<file path="config.mk">
export PLATFORM = sky130hd
export DESIGN_NAME = fir_lowpass_55tap_flat
export DESIGN_NICKNAME = d
export VERILOG_FILES = /design/src/rtl/flp_pkg.sv /design/src/rtl/flp_in_if.sv /design/src/rtl/flp_out_if.sv /design/src/rtl/fir_lowpass_55tap.sv /design/src/rtl/flp_ram.sv /design/src/flat_wrapper.sv
export SDC_FILE = /design/constraint.sdc
export NUM_CORES = 2
export LEC_CHECK = 0
export ABC_AREA = 1
export CAP_MARGIN = 20
export CORE_MARGIN = 2
export CORE_UTILIZATION = 40
export CTS_CLUSTER_SIZE = 28
export DETAILED_ROUTE_END_ITERATION = 8
export DONT_BUFFER_PORTS = 1
export REMOVE_ABC_BUFFERS = 1
export SKIP_LAST_GASP = 1
export SYNTH_ARGS = -nofsm -noshare
export SYNTH_HDL_FRONTEND = slang
export SYNTH_HIERARCHICAL = 1
export SYNTH_SLANG_ARGS = --single-unit
</file>
<file path="constraint.sdc">
create_clock -name clk -period 8.6 [get_ports clk]
set_input_delay 0.86 -clock clk [delete_from_list [all_inputs] [get_ports clk]]
set_output_delay 0.86 -clock clk [all_outputs]
set_load 0.02 [all_outputs]
</file>
<file path="src/rtl/flp_pkg.sv">
// Package for the 55-tap low-pass FIR: coefficient ROM, microcode format and program.
// No dependencies.
package flp_pkg;

  localparam int COEF_W     = 16;
  localparam int COEF_FRAC  = 15;
  localparam int ROM_DEPTH  = 64;
  localparam int COEF_IDX_W = 6;
  localparam int STEP_W     = 3;

  // Symmetric low-pass taps in Q1.15, zero padded to the ROM depth.
  localparam logic signed [COEF_W-1:0] COEF_ROM [ROM_DEPTH] = '{
    -16'sd24,   -16'sd31,   -16'sd40,   -16'sd39,   -16'sd23,
     16'sd13,    16'sd69,    16'sd140,   16'sd212,   16'sd266,
     16'sd281,   16'sd237,   16'sd124,  -16'sd55,   -16'sd279,
    -16'sd511,  -16'sd697,  -16'sd778,  -16'sd699,  -16'sd421,
     16'sd70,    16'sd755,   16'sd1580,  16'sd2462,  16'sd3302,
     16'sd3994,  16'sd4450,  16'sd4609,  16'sd4450,  16'sd3994,
     16'sd3302,  16'sd2462,  16'sd1580,  16'sd755,   16'sd70,
    -16'sd421,  -16'sd699,  -16'sd778,  -16'sd697,  -16'sd511,
    -16'sd279,  -16'sd55,    16'sd124,   16'sd237,   16'sd281,
     16'sd266,   16'sd212,   16'sd140,   16'sd69,    16'sd13,
    -16'sd23,   -16'sd39,   -16'sd40,   -16'sd31,   -16'sd24,
     16'sd0,     16'sd0,     16'sd0,     16'sd0,     16'sd0,
     16'sd0,     16'sd0,     16'sd0,     16'sd0
  };

  // Step addresses of the control program.
  localparam logic [STEP_W-1:0] ST_IDLE   = 3'd0;
  localparam logic [STEP_W-1:0] ST_MAC    = 3'd1;
  localparam logic [STEP_W-1:0] ST_DRAIN0 = 3'd2;
  localparam logic [STEP_W-1:0] ST_DRAIN1 = 3'd3;
  localparam logic [STEP_W-1:0] ST_EMIT   = 3'd4;

  // Branch conditions: taken -> tgt_t, else tgt_f.
  typedef enum logic [1:0] {
    COND_NEVER,
    COND_NO_INPUT,
    COND_MORE_TAPS,
    COND_OUT_BUSY
  } cond_t;

  typedef struct packed {
    logic              ready;   // input channel open
    logic              start;   // on accept: set read index and tap count, clear accumulator
    logic              issue;   // read one tap, step the read index
    logic              emit;    // round, saturate, load the output register
    cond_t             cond;
    logic [STEP_W-1:0] tgt_t;
    logic [STEP_W-1:0] tgt_f;
  } ucw_t;

  function automatic ucw_t uc_rom(input logic [STEP_W-1:0] step);
    ucw_t w;
    w = '{ready: 1'b0, start: 1'b0, issue: 1'b0, emit: 1'b0,
          cond: COND_NEVER, tgt_t: ST_IDLE, tgt_f: ST_IDLE};
    case (step)
      ST_IDLE: begin
        w.ready = 1'b1;
        w.start = 1'b1;
        w.cond  = COND_NO_INPUT;
        w.tgt_t = ST_IDLE;
        w.tgt_f = ST_MAC;
      end
      ST_MAC: begin
        w.issue = 1'b1;
        w.cond  = COND_MORE_TAPS;
        w.tgt_t = ST_MAC;
        w.tgt_f = ST_DRAIN0;
      end
      ST_DRAIN0: begin
        w.tgt_f = ST_DRAIN1;
      end
      ST_DRAIN1: begin
        w.tgt_f = ST_EMIT;
      end
      ST_EMIT: begin
        w.emit  = 1'b1;
        w.cond  = COND_OUT_BUSY;
        w.tgt_t = ST_EMIT;
        w.tgt_f = ST_IDLE;
      end
      default: begin
        w.tgt_f = ST_IDLE;
      end
    endcase
    return w;
  endfunction

endpackage

</file>
<file path="src/rtl/flp_in_if.sv">
// Input sample channel: valid/ready handshake with a signed sample payload.
// No dependencies.
interface flp_in_if #(
  parameter int WIDTH = 16
) ();
  logic                    valid;
  logic                    ready;
  logic signed [WIDTH-1:0] sample_in;

  modport source (output valid, output sample_in, input ready);
  modport sink   (input valid, input sample_in, output ready);
endinterface

</file>
<file path="src/rtl/flp_out_if.sv">
// Output sample channel: valid/ready handshake with a signed sample payload.
// No dependencies.
interface flp_out_if #(
  parameter int WIDTH = 16
) ();
  logic                    valid;
  logic                    ready;
  logic signed [WIDTH-1:0] sample_out;

  modport source (output valid, output sample_out, input ready);
  modport sink   (input valid, input sample_out, output ready);
endinterface

</file>
<file path="src/rtl/fir_lowpass_55tap.sv">
// 55-tap direct-form low-pass FIR, one filtered sample per input sample.
// Depends on flp_pkg, flp_in_if, flp_out_if and flp_ram.
//
// Usage:
//  - in_ch carries one signed Q15 sample per transaction (valid/ready).
//  - out_ch returns one signed Q15 sample per input, rounded half up and
//    saturated, in input order.
//  - One sample is processed at a time: after an input transaction, ready
//    stays low through the MAC, DRAIN0, DRAIN1 and EMIT steps, so a new
//    sample is taken only once the last one is through. The single shared
//    multiply-accumulate works through the taps, one tap per cycle.
//  - The result is loaded into the output register in the EMIT step, after
//    the MAC, DRAIN0 and DRAIN1 steps that follow the input transaction.
//  - The output is registered; the next sample can be accepted while a
//    result waits. If the receiver keeps stalling, the following result
//    holds the sequencer until the output register frees up, and the
//    input stays closed meanwhile.
//  - Reset (rst, synchronous) keeps ready low, empties the output register,
//    zeroes the write pointer and marks all delay-line entries as empty;
//    empty entries read as zero, so no clearing pass is needed.
module fir_lowpass_55tap #(
  parameter int TAPS         = 55,
  parameter int SAMPLE_WIDTH = 16
) (
  input logic       clk,
  input logic       rst,
  flp_in_if.sink    in_ch,
  flp_out_if.source out_ch
);
  import flp_pkg::*;

  localparam int IDX_W  = (TAPS > 1) ? $clog2(TAPS) : 1;
  localparam int PROD_W = SAMPLE_WIDTH + COEF_W;
  localparam int ACC_W  = PROD_W + COEF_IDX_W;    // room for ROM_DEPTH full-scale terms
  localparam int RND_W  = ACC_W + 1;
  localparam int Q_W    = RND_W - COEF_FRAC;
  localparam logic [IDX_W-1:0] LAST_IDX = IDX_W'(TAPS - 1);
  localparam logic signed [RND_W-1:0] HALF_LSB = RND_W'(1) << (COEF_FRAC - 1);
  localparam logic signed [Q_W-1:0] Q_MAX = Q_W'((64'sd1 <<< (SAMPLE_WIDTH - 1)) - 64'sd1);
  localparam logic signed [Q_W-1:0] Q_MIN = Q_W'(-(64'sd1 <<< (SAMPLE_WIDTH - 1)));

  // Sequencer
  logic [STEP_W-1:0] pc;
  logic [STEP_W-1:0] pc_next;
  ucw_t              uc;
  logic              cond_hit;
  logic              accept;
  logic              out_busy;
  logic              emit;

  // Delay line addressing
  logic [IDX_W-1:0]  wp;
  logic [IDX_W-1:0]  rd_idx;
  logic [IDX_W-1:0]  cnt;
  logic [TAPS-1:0]   entry_vld;

  // MAC datapath
  logic [SAMPLE_WIDTH-1:0]        ram_q;
  logic                           entry_vld_q;
  logic signed [COEF_W-1:0]       coef_q;
  logic                           issue_d1;
  logic signed [SAMPLE_WIDTH-1:0] tap_x;
  logic signed [PROD_W-1:0]       prod;
  logic                           prod_vld;
  logic signed [ACC_W-1:0]        acc;

  // Rounding / saturation
  logic signed [RND_W-1:0]        rnd;
  logic signed [Q_W-1:0]          q;
  logic signed [SAMPLE_WIDTH-1:0] sat_val;

  // Output register
  logic                           out_valid;
  logic signed [SAMPLE_WIDTH-1:0] out_data;

  assign uc       = uc_rom(pc);
  assign accept   = uc.ready & ~rst & in_ch.valid;
  assign out_busy = out_valid & ~out_ch.ready;
  assign emit     = uc.emit & ~out_busy;

  always_comb begin
    case (uc.cond)
      COND_NEVER:     cond_hit = 1'b0;
      COND_NO_INPUT:  cond_hit = ~in_ch.valid;
      COND_MORE_TAPS: cond_hit = (cnt != LAST_IDX);
      COND_OUT_BUSY:  cond_hit = out_busy;
      default:        cond_hit = 1'b0;
    endcase
    pc_next = cond_hit ? uc.tgt_t : uc.tgt_f;
  end

  always_ff @(posedge clk) begin
    if (rst) begin
      pc <= ST_IDLE;
    end else begin
      pc <= pc_next;
    end
  end

  // Sample storage: written on accept, read one tap per MAC step.
  flp_ram #(
    .WIDTH (SAMPLE_WIDTH),
    .DEPTH (TAPS)
  ) u_dline (
    .clk   (clk),
    .we    (accept),
    .waddr (wp),
    .wdata (in_ch.sample_in),
    .re    (uc.issue),
    .raddr (rd_idx),
    .rdata (ram_q)
  );

  // Per-entry written flags stand in for clearing the delay line.
  always_ff @(posedge clk) begin
    if (rst) begin
      entry_vld <= '0;
      wp        <= '0;
    end else if (accept) begin
      entry_vld[wp] <= 1'b1;
      wp            <= (wp == LAST_IDX) ? '0 : IDX_W'(wp + 1'b1);
    end
  end

  // Read index walks from newest to oldest; cnt selects the coefficient.
  always_ff @(posedge clk) begin
    if (accept && uc.start) begin
      rd_idx <= wp;
      cnt    <= '0;
    end else if (uc.issue) begin
      rd_idx <= (rd_idx == '0) ? LAST_IDX : IDX_W'(rd_idx - 1'b1);
      cnt    <= IDX_W'(cnt + 1'b1);
    end
  end

  // Coefficient and written flag travel with the RAM read.
  always_ff @(posedge clk) begin
    if (uc.issue) begin
      entry_vld_q <= entry_vld[rd_idx];
      coef_q      <= COEF_ROM[COEF_IDX_W'(cnt)];
    end
  end

  always_ff @(posedge clk) begin
    if (rst) begin
      issue_d1 <= 1'b0;
      prod_vld <= 1'b0;
    end else begin
      issue_d1 <= uc.issue;
      prod_vld <= issue_d1;
    end
  end

  assign tap_x = entry_vld_q ? $signed(ram_q) : '0;

  always_ff @(posedge clk) begin
    if (issue_d1) begin
      prod <= tap_x * coef_q;
    end
  end

  always_ff @(posedge clk) begin
    if (accept && uc.start) begin
      acc <= '0;
    end else if (prod_vld) begin
      acc <= acc + ACC_W'(prod);
    end
  end

  // Round half up, floor shift back to Q15, clamp.
  always_comb begin
    rnd = RND_W'(acc) + HALF_LSB;
    q   = $signed(rnd[RND_W-1:COEF_FRAC]);
    if (q > Q_MAX) begin
      sat_val = SAMPLE_WIDTH'(Q_MAX);
    end else if (q < Q_MIN) begin
      sat_val = SAMPLE_WIDTH'(Q_MIN);
    end else begin
      sat_val = SAMPLE_WIDTH'(q);
    end
  end

  always_ff @(posedge clk) begin
    if (rst) begin
      out_valid <= 1'b0;
    end else if (emit) begin
      out_valid <= 1'b1;
    end else if (out_ch.ready) begin
      out_valid <= 1'b0;
    end
  end

  always_ff @(posedge clk) begin
    if (emit) begin
      out_data <= sat_val;
    end
  end

  assign in_ch.ready       = uc.ready & ~rst;
  assign out_ch.valid      = out_valid;
  assign out_ch.sample_out = out_data;

endmodule

</file>
<file path="src/rtl/flp_ram.sv">
// Generic single-write, single-read RAM with registered read data.
// No dependencies.
module flp_ram #(
  parameter int WIDTH = 16,
  parameter int DEPTH = 64
) (
  input  logic                                   clk,
  input  logic                                   we,
  input  logic [((DEPTH > 1) ? $clog2(DEPTH) : 1)-1:0] waddr,
  input  logic [WIDTH-1:0]                       wdata,
  input  logic                                   re,
  input  logic [((DEPTH > 1) ? $clog2(DEPTH) : 1)-1:0] raddr,
  output logic [WIDTH-1:0]                       rdata
);
  logic [WIDTH-1:0] mem [DEPTH];

  always_ff @(posedge clk) begin
    if (we) begin
      mem[waddr] <= wdata;
    end
    if (re) begin
      rdata <= mem[raddr];
    end
  end
endmodule

</file>
<file path="src/flat_wrapper.sv">
// flat-port wrapper written by rule: the top's interface ports become plain ports
module fir_lowpass_55tap_flat import flp_pkg::*;
#(
  parameter int TAPS         = 55,
  parameter int SAMPLE_WIDTH = 16
)
  (clk, rst, in_ch_valid, in_ch_sample_in, in_ch_ready, out_ch_valid, out_ch_sample_out, out_ch_ready);
  flp_in_if in_ch_i ();
  flp_out_if out_ch_i ();
  input logic clk;
  input logic rst;
  input wire logic [$bits(in_ch_i.valid)-1:0] in_ch_valid;
  input wire logic [$bits(in_ch_i.sample_in)-1:0] in_ch_sample_in;
  output wire logic [$bits(in_ch_i.ready)-1:0] in_ch_ready;
  output wire logic [$bits(out_ch_i.valid)-1:0] out_ch_valid;
  output wire logic [$bits(out_ch_i.sample_out)-1:0] out_ch_sample_out;
  input wire logic [$bits(out_ch_i.ready)-1:0] out_ch_ready;
  assign in_ch_i.valid = in_ch_valid;
  assign in_ch_i.sample_in = in_ch_sample_in;
  assign in_ch_ready = in_ch_i.ready;
  assign out_ch_valid = out_ch_i.valid;
  assign out_ch_sample_out = out_ch_i.sample_out;
  assign out_ch_i.ready = out_ch_ready;
  fir_lowpass_55tap #(.TAPS(TAPS), .SAMPLE_WIDTH(SAMPLE_WIDTH)) u_core (.clk(clk), .rst(rst), .in_ch(in_ch_i), .out_ch(out_ch_i));
endmodule
</file>
=== Yosys cells after proc, flatten, opt, wreduce, memory -nomap -nowiden ===
Memories as Yosys holds them, arrays and structs flattened. A register that Yosys moved wholly into a read port is not among the register bits.
Index checks and enable logic that the tools add are counted.

* Flip-flop bits (word level): 166
* RAM bits: 880
* ROM bits: 1024
* Input bits: 20
* Output and inout bits: 18
* Word-level logic and storage cells: 72
* Memories: 2

* $add $sub $neg: 5
* Multipliers: 1
* Magnitude comparators: 5
* Equal/unequal tests: 9
* Mux-type cells: 21
* Bitwise gates (word level): 10
* Reduce and logical (&&, ||, !) cells: 7

{| class="wikitable"
|+ Memories
! memory !! words !! width !! read ports !! clocked after Yosys merged registers in !! wr ports !! RTL line !! text
|-
| (name not given) || 64 || 16 || 1 || 1 || 0 || fir_lowpass_55tap.sv:140 || <nowiki>coef_q <= COEF_ROM[COEF_IDX_W'(cnt)];</nowiki>
|-
| u_core.u_dline.mem || 55 || 16 || 1 || 1 || 1 || flp_ram.sv:15 || <nowiki>logic [WIDTH-1:0] mem [DEPTH];</nowiki>
|}

{| class="wikitable"
|+ Operators by type and width
! operator !! number
|-
| bitwise OR 55 bit || 1
|-
| adder 38 x 16 -> 39 bit (second input constant) || 1
|-
| adder 38 x 32 -> 38 bit || 1
|-
| multiplier 16 x 16 -> 32 bit || 1
|-
| two-way mux 16 bit || 2
|-
| greater-than comparator 24 x 16 -> 1 bit (second input constant) || 1
|-
| < comparator 24 x 16 -> 1 bit (second input constant) || 1
|-
| two-way mux 6 bit || 4
|-
| one-hot mux 5 bit (3 select lines) || 1
|-
| < comparator 6 x 7 -> 1 bit (second input constant) || 2
|-
| adder 6 x 1 -> 6 bit (second input constant) || 2
|-
| one-hot mux 3 bit (4 select lines) || 1
|-
| two-way mux 1 bit || 8
|-
| NOT 6 -> 7 bit || 1
|-
| binary-select mux 1 bit (select 6 bit) || 1
|-
| demux 1 bit (select 6 bit) || 1
|-
| == test 3 x 2 -> 1 bit (second input constant) || 2
|-
| == test 6 bit (second input constant) || 1
|-
| greater-or-equal comparator 6 x 1 -> 1 bit (second input constant) || 1
|-
| zero test 6 bit || 1
|-
| != test 6 bit (second input constant) || 1
|-
| subtractor 6 x 1 -> 6 bit (second input constant) || 1
|-
| AND 1 bit || 4
|-
| == test 2 bit (second input constant) || 2
|-
| 11 further kinds || 16
|}

=== Longest topological paths before layout ===
* Depth after elaboration: 6
* Depth in mapped cells: 27
* Gate-level depth less buffers: 26

=== By module ===
The synthesis kept the hierarchy.

{| class="wikitable"
|+ By module, submodules not included
! module !! times used !! cells each !! area an instance (µm²)
|-
| flp_ram || 1 || 2980 || 36267.3
|-
| fir_lowpass_55tap || 1 || 2864 || 21323.0
|}

=== Least setup slack after synthesis ===
No wires, ideal clock.

* Path type: register to register
* Start point: reg u_core.entry_vld_q
* End point: reg u_core.prod[28] (data pin)
* Data arrival time: 6052 ps
* Slack: 2288 ps
* Stages on the path, launching flop included: 25
* Period minus slack after synthesis: 6312 ps
* Path through: edfxtp_1 -> clkbuf_1 -> clkbuf_1 -> nand2_1 -> clkbuf_1 -> nor2_1 -> fa_1 -> inv_1 -> fa_1 -> inv_1 -> fa_1 -> fa_1 -> fa_1 -> inv_1 -> fa_1 -> inv_1 -> ha_1 -> nand2_1 -> inv_1 -> a21oi_1 -> a21boi_0 -> nand3_1 -> nand2_1 -> nand2_1 -> xor2_1

* Cells in the longest elaborated chain, start to end: 2

{| class="wikitable"
|+ Ends and longest elaborated chain
! element !! RTL line !! text
|-
| from (decl) || fir_lowpass_55tap.sv:59 || <nowiki>logic entry_vld_q;</nowiki>
|-
| from (signal assigned) || fir_lowpass_55tap.sv:139 || <nowiki>entry_vld_q <= entry_vld[rd_idx];</nowiki>
|-
| two-way mux 16 bit || fir_lowpass_55tap.sv:154 || <nowiki>assign tap_x = entry_vld_q ? $signed(ram_q) : '0;</nowiki>
|-
| multiplier 16 x 16 -> 32 bit || fir_lowpass_55tap.sv:158 || <nowiki>prod <= tap_x * coef_q;</nowiki>
|-
| to (signal assigned) || fir_lowpass_55tap.sv:158 ||
|-
| to (decl) || fir_lowpass_55tap.sv:63 || <nowiki>logic signed [PROD_W-1:0] prod;</nowiki>
|}

No other way between the ends.
A chain may end at the register's enable or synchronous reset.

=== Final worst setup path ===
* Start point: reg u_core.entry_vld_q
* End point: reg u_core.prod[22] (data pin)

The elaborated chain is that of the path after synthesis.

==> results.txt <==
RSZ-0062 raised after global routing: no
critical path's largest stage delay: 690 ps
Die X: 383 microns
nets: 6,199
fin crit period: 7040 ps
Final Hold Fails: 0
synthesized flop and latch total: 1,076
Die Footprint: 147,000 sq um
Iter 0 DRT Violations: 3,635
antenna violations before repair: 2
Post-CTS Resized: 0
CP max stage cell: edfxtp_1
Placeable Area: 143,000 sq um
die extent in y: 383 microns
DR vias: 41,200
DR pass1 iterations: 6
CP required: 9090 ps
yosys synthesis warning count: 6
CTS Sinks: 1,076
Setup CP Type: flop to flop
hold path depth: 1
grt ovf: 0
initial core utilization: 40.2%
syn_area_per_cell: 9.85 sq um
crit path buf inv count: 4
row count: 139
Cell Area, Synth: 57,600 sq um
Post-Syn Instances: 5,844
Distinct cells, synth: 57
Hold Slack: 184 ps
Synth top area share: 50.3%
Post-Route Skew: 71.4 ps
Top Family by Delay on Critical Path: adder cells
Overall Global Routing Usage: 21.6%
Clock Tree Buf Depth: 3
Min-Delay Path Class: primary input to flop
share of the yosys chip area belonging to registers: 54.2%
worst r2r path cells: 21
CP Launch Type: flop
WP depth: 21
status: finished, final reports clean
post-route ant nets: 0
vias in the first global route: 40,500
WL final: 159,000 microns
storage element area: 31,200 sq um
Num CTS Buffers: 116
Synth-to-Final Area Change: 9.54%
dominant synthesized flop cell: edfxtp_1
FF-to-FF setup slack: 1560 ps
Final Max Slew Viols: 0
crit end category: flop
global-route wire length before repair: 245,000 microns
Relative slew margins: 12.4%
Placement Setup Slack: 1680 ps
Max-cap violations: 0
area occupied by multi-input gates: 22,500 sq um
number of synthesized flops with an enable pin: 965
clock-pin slew on the worst setup and hold paths: 60 ps
# DRC: 0
Via-to-Cell Ratio: 5.28
Fmax: 142 MHz
Root Buffer: clkbuf_16
fraction of layout cells with a size suffix above 1: 5.32%
Yosys top cell by area: edfxtp_1
Post-DP HPWL: 99,400 microns
CTS tree: done
# hold bufs at CTS: 0
Filler cells: 13,600
post-CTS setup repair buffer count: 0
Final Cycle Share: 81.8%
WL/cell: 20.5 microns
Worst Slack Setup Final: 1560 ps
I/O pins: 38
gp weighted congestion: 0.945
slew of the pin with the lowest slew margin: 1310 ps
IO buf count: 0
top area cells in the synthesized netlist: edfxtp_1 (50%), nand2_1 (10%), fa_1 (9.0%)
Max FO, Critical Path: 17
Setup violations, final: 0
H-Tree Depth: 3
clock latency on the worst-skew pair: 760 ps
largest net degree at the start of global routing: 214
CP arrival: 7530 ps
ys async rst share: 0%
Cell Chain, Critical Path: nand2_1 -> clkinv_1 -> nand2_1 -> fa_1 -> fa_1 -> fa_1 -> fa_1 -> inv_1 -> fa_1 -> inv_1 -> fa_1 -> inv_1 -> ha_1 -> nand2_1 -> nand2_1 -> a21boi_0 -> a21boi_0 -> o21ai_0 -> nand2_1 -> a21o_1 -> nand2_1
-- worst paths after layout --
| path | from | to |
|---|---|---|
| max | u_core/entry_vld_q$_DFFE_PP_ | u_core/prod[22]$_DFFE_PP_ |
| min | rst | u_core/prod_vld$_SDFF_PP0_ |
| max reg2reg | u_core/entry_vld_q$_DFFE_PP_ | u_core/prod[22]$_DFFE_PP_ |
| min reg2reg | u_core/entry_vld[2]$_SDFFE_PP0P_ | u_core/entry_vld[2]$_SDFFE_PP0P_ |
-- layout make-up --
cell class / instances / area share [%]
Clock inverter: 69 / 1.09
Sequential cell: 1076 / 49.5
Tap cell: 1903 / 3.77
Antenna cell: 1 / 0.00397
Inverter: 656 / 3.94
Clock buffer: 150 / 4.97
Timing Repair Buffer: 88 / 1.13
Multi-Input combinational cell: 3846 / 35.6
-- cells in the mapped netlist, drive strengths merged, types with 10 or more instances --
cell type,n
clkbuf,94
nand2,1599
dfxtp,111
o21bai,25
xnor2,17
edfxtp,965
a21o,10
xor2,48
buf,172
o211ai,27
nand3,838
a21oi,177
inv,648
fa,258
nand4,44
o22ai,19
nor2,410
o21ai,150
nor3,32
ha,137
nor4,12
-- cells in the final DEF, fill, tap and decap left out, types with 4 or more instances in the layout --
cell,count
nand3_1,834
clkinv_1,32
fa_1,258
buf_4,83
clkinv_4,7
o221ai_1,6
o22ai_1,19
nand3_2,4
dfxtp_1,110
xor2_1,48
ha_1,137
nand4_1,43
edfxtp_1,965
clkbuf_16,120
a21o_1,10
o21bai_1,22
nand2_2,4
or2_2,6
inv_1,643
o21ai_0,146
bufinv_16,9
nand2_1,1593
o211ai_1,27
nor3_2,6
a21oi_1,176
clkinv_2,19
nor4_2,8
xnor2_1,17
o31ai_1,4
a31oi_1,6
nor3_1,26
clkbuf_1,28
nor2_1,396
nor2_2,12
-- through the flow --
stage	area [sq um]	instances	util, %	TNS (ps)
6_report	63100	7789	44.0	0
5_1_grt	63100	7788	44.0	0
4_1_cts	63100	7788	44.0	0
3_5_place_dp	59300	7569	41.4	0
3_3_place_gp	59200	7566	41.3	0
2_1_floorplan	56100	5578	-	-75370
-- registers in the layout, indices dropped and copies added (netlist names), 3 cells and up --
| signal | flops |
|---|---|
| u_core/entry_vld | 55 |
| u_core/coef_q | 14 |
| u_core/u_dline/rdata | 16 |
| u_core/wp | 6 |
| u_core/rd_idx | 6 |
| u_core/cnt | 6 |
| u_core/pc | 3 |
| u_core/u_dline/mem | 880 |
| u_core/prod | 32 |
| u_core/acc | 38 |
| u_core/out_ch.sample_out | 16 |
-- per-layer routing --
metal  track usage (%)  part of all wire (%)
met4              7.23                   3.1
met2              35.9                    48
met1              29.1                    43
met3              2.95                   5.9
met5                 0                     0
-- worst reg2reg max path: stages, from the launching register on --
cell and delay, ps:
edfxtp_1 690, nand2_1 420, clkinv_1 380, nand2_1 140
fa_1 680, fa_1 480, fa_1 490, fa_1 490
inv_1 50, fa_1 520, inv_1 50, fa_1 520
inv_1 40, ha_1 340, nand2_1 80, nand2_1 70
a21boi_0 290, a21boi_0 530, o21ai_0 240, nand2_1 140
a21o_1 120, nand2_1 40
-- kinds of logic after synthesis --
logic type	after synthesis	synth area share, %
flops	1076	54.2
fa+ha+maj	395	11.9
xor+xnor	65	0.989
simple gates	2945	21.6
buf+inv	922	6.90
compound gates	441	4.35
Power is left out: the tool's default activity adds up to more than one toggle a clock period on the data nets, which glitch-free logic cannot reach.
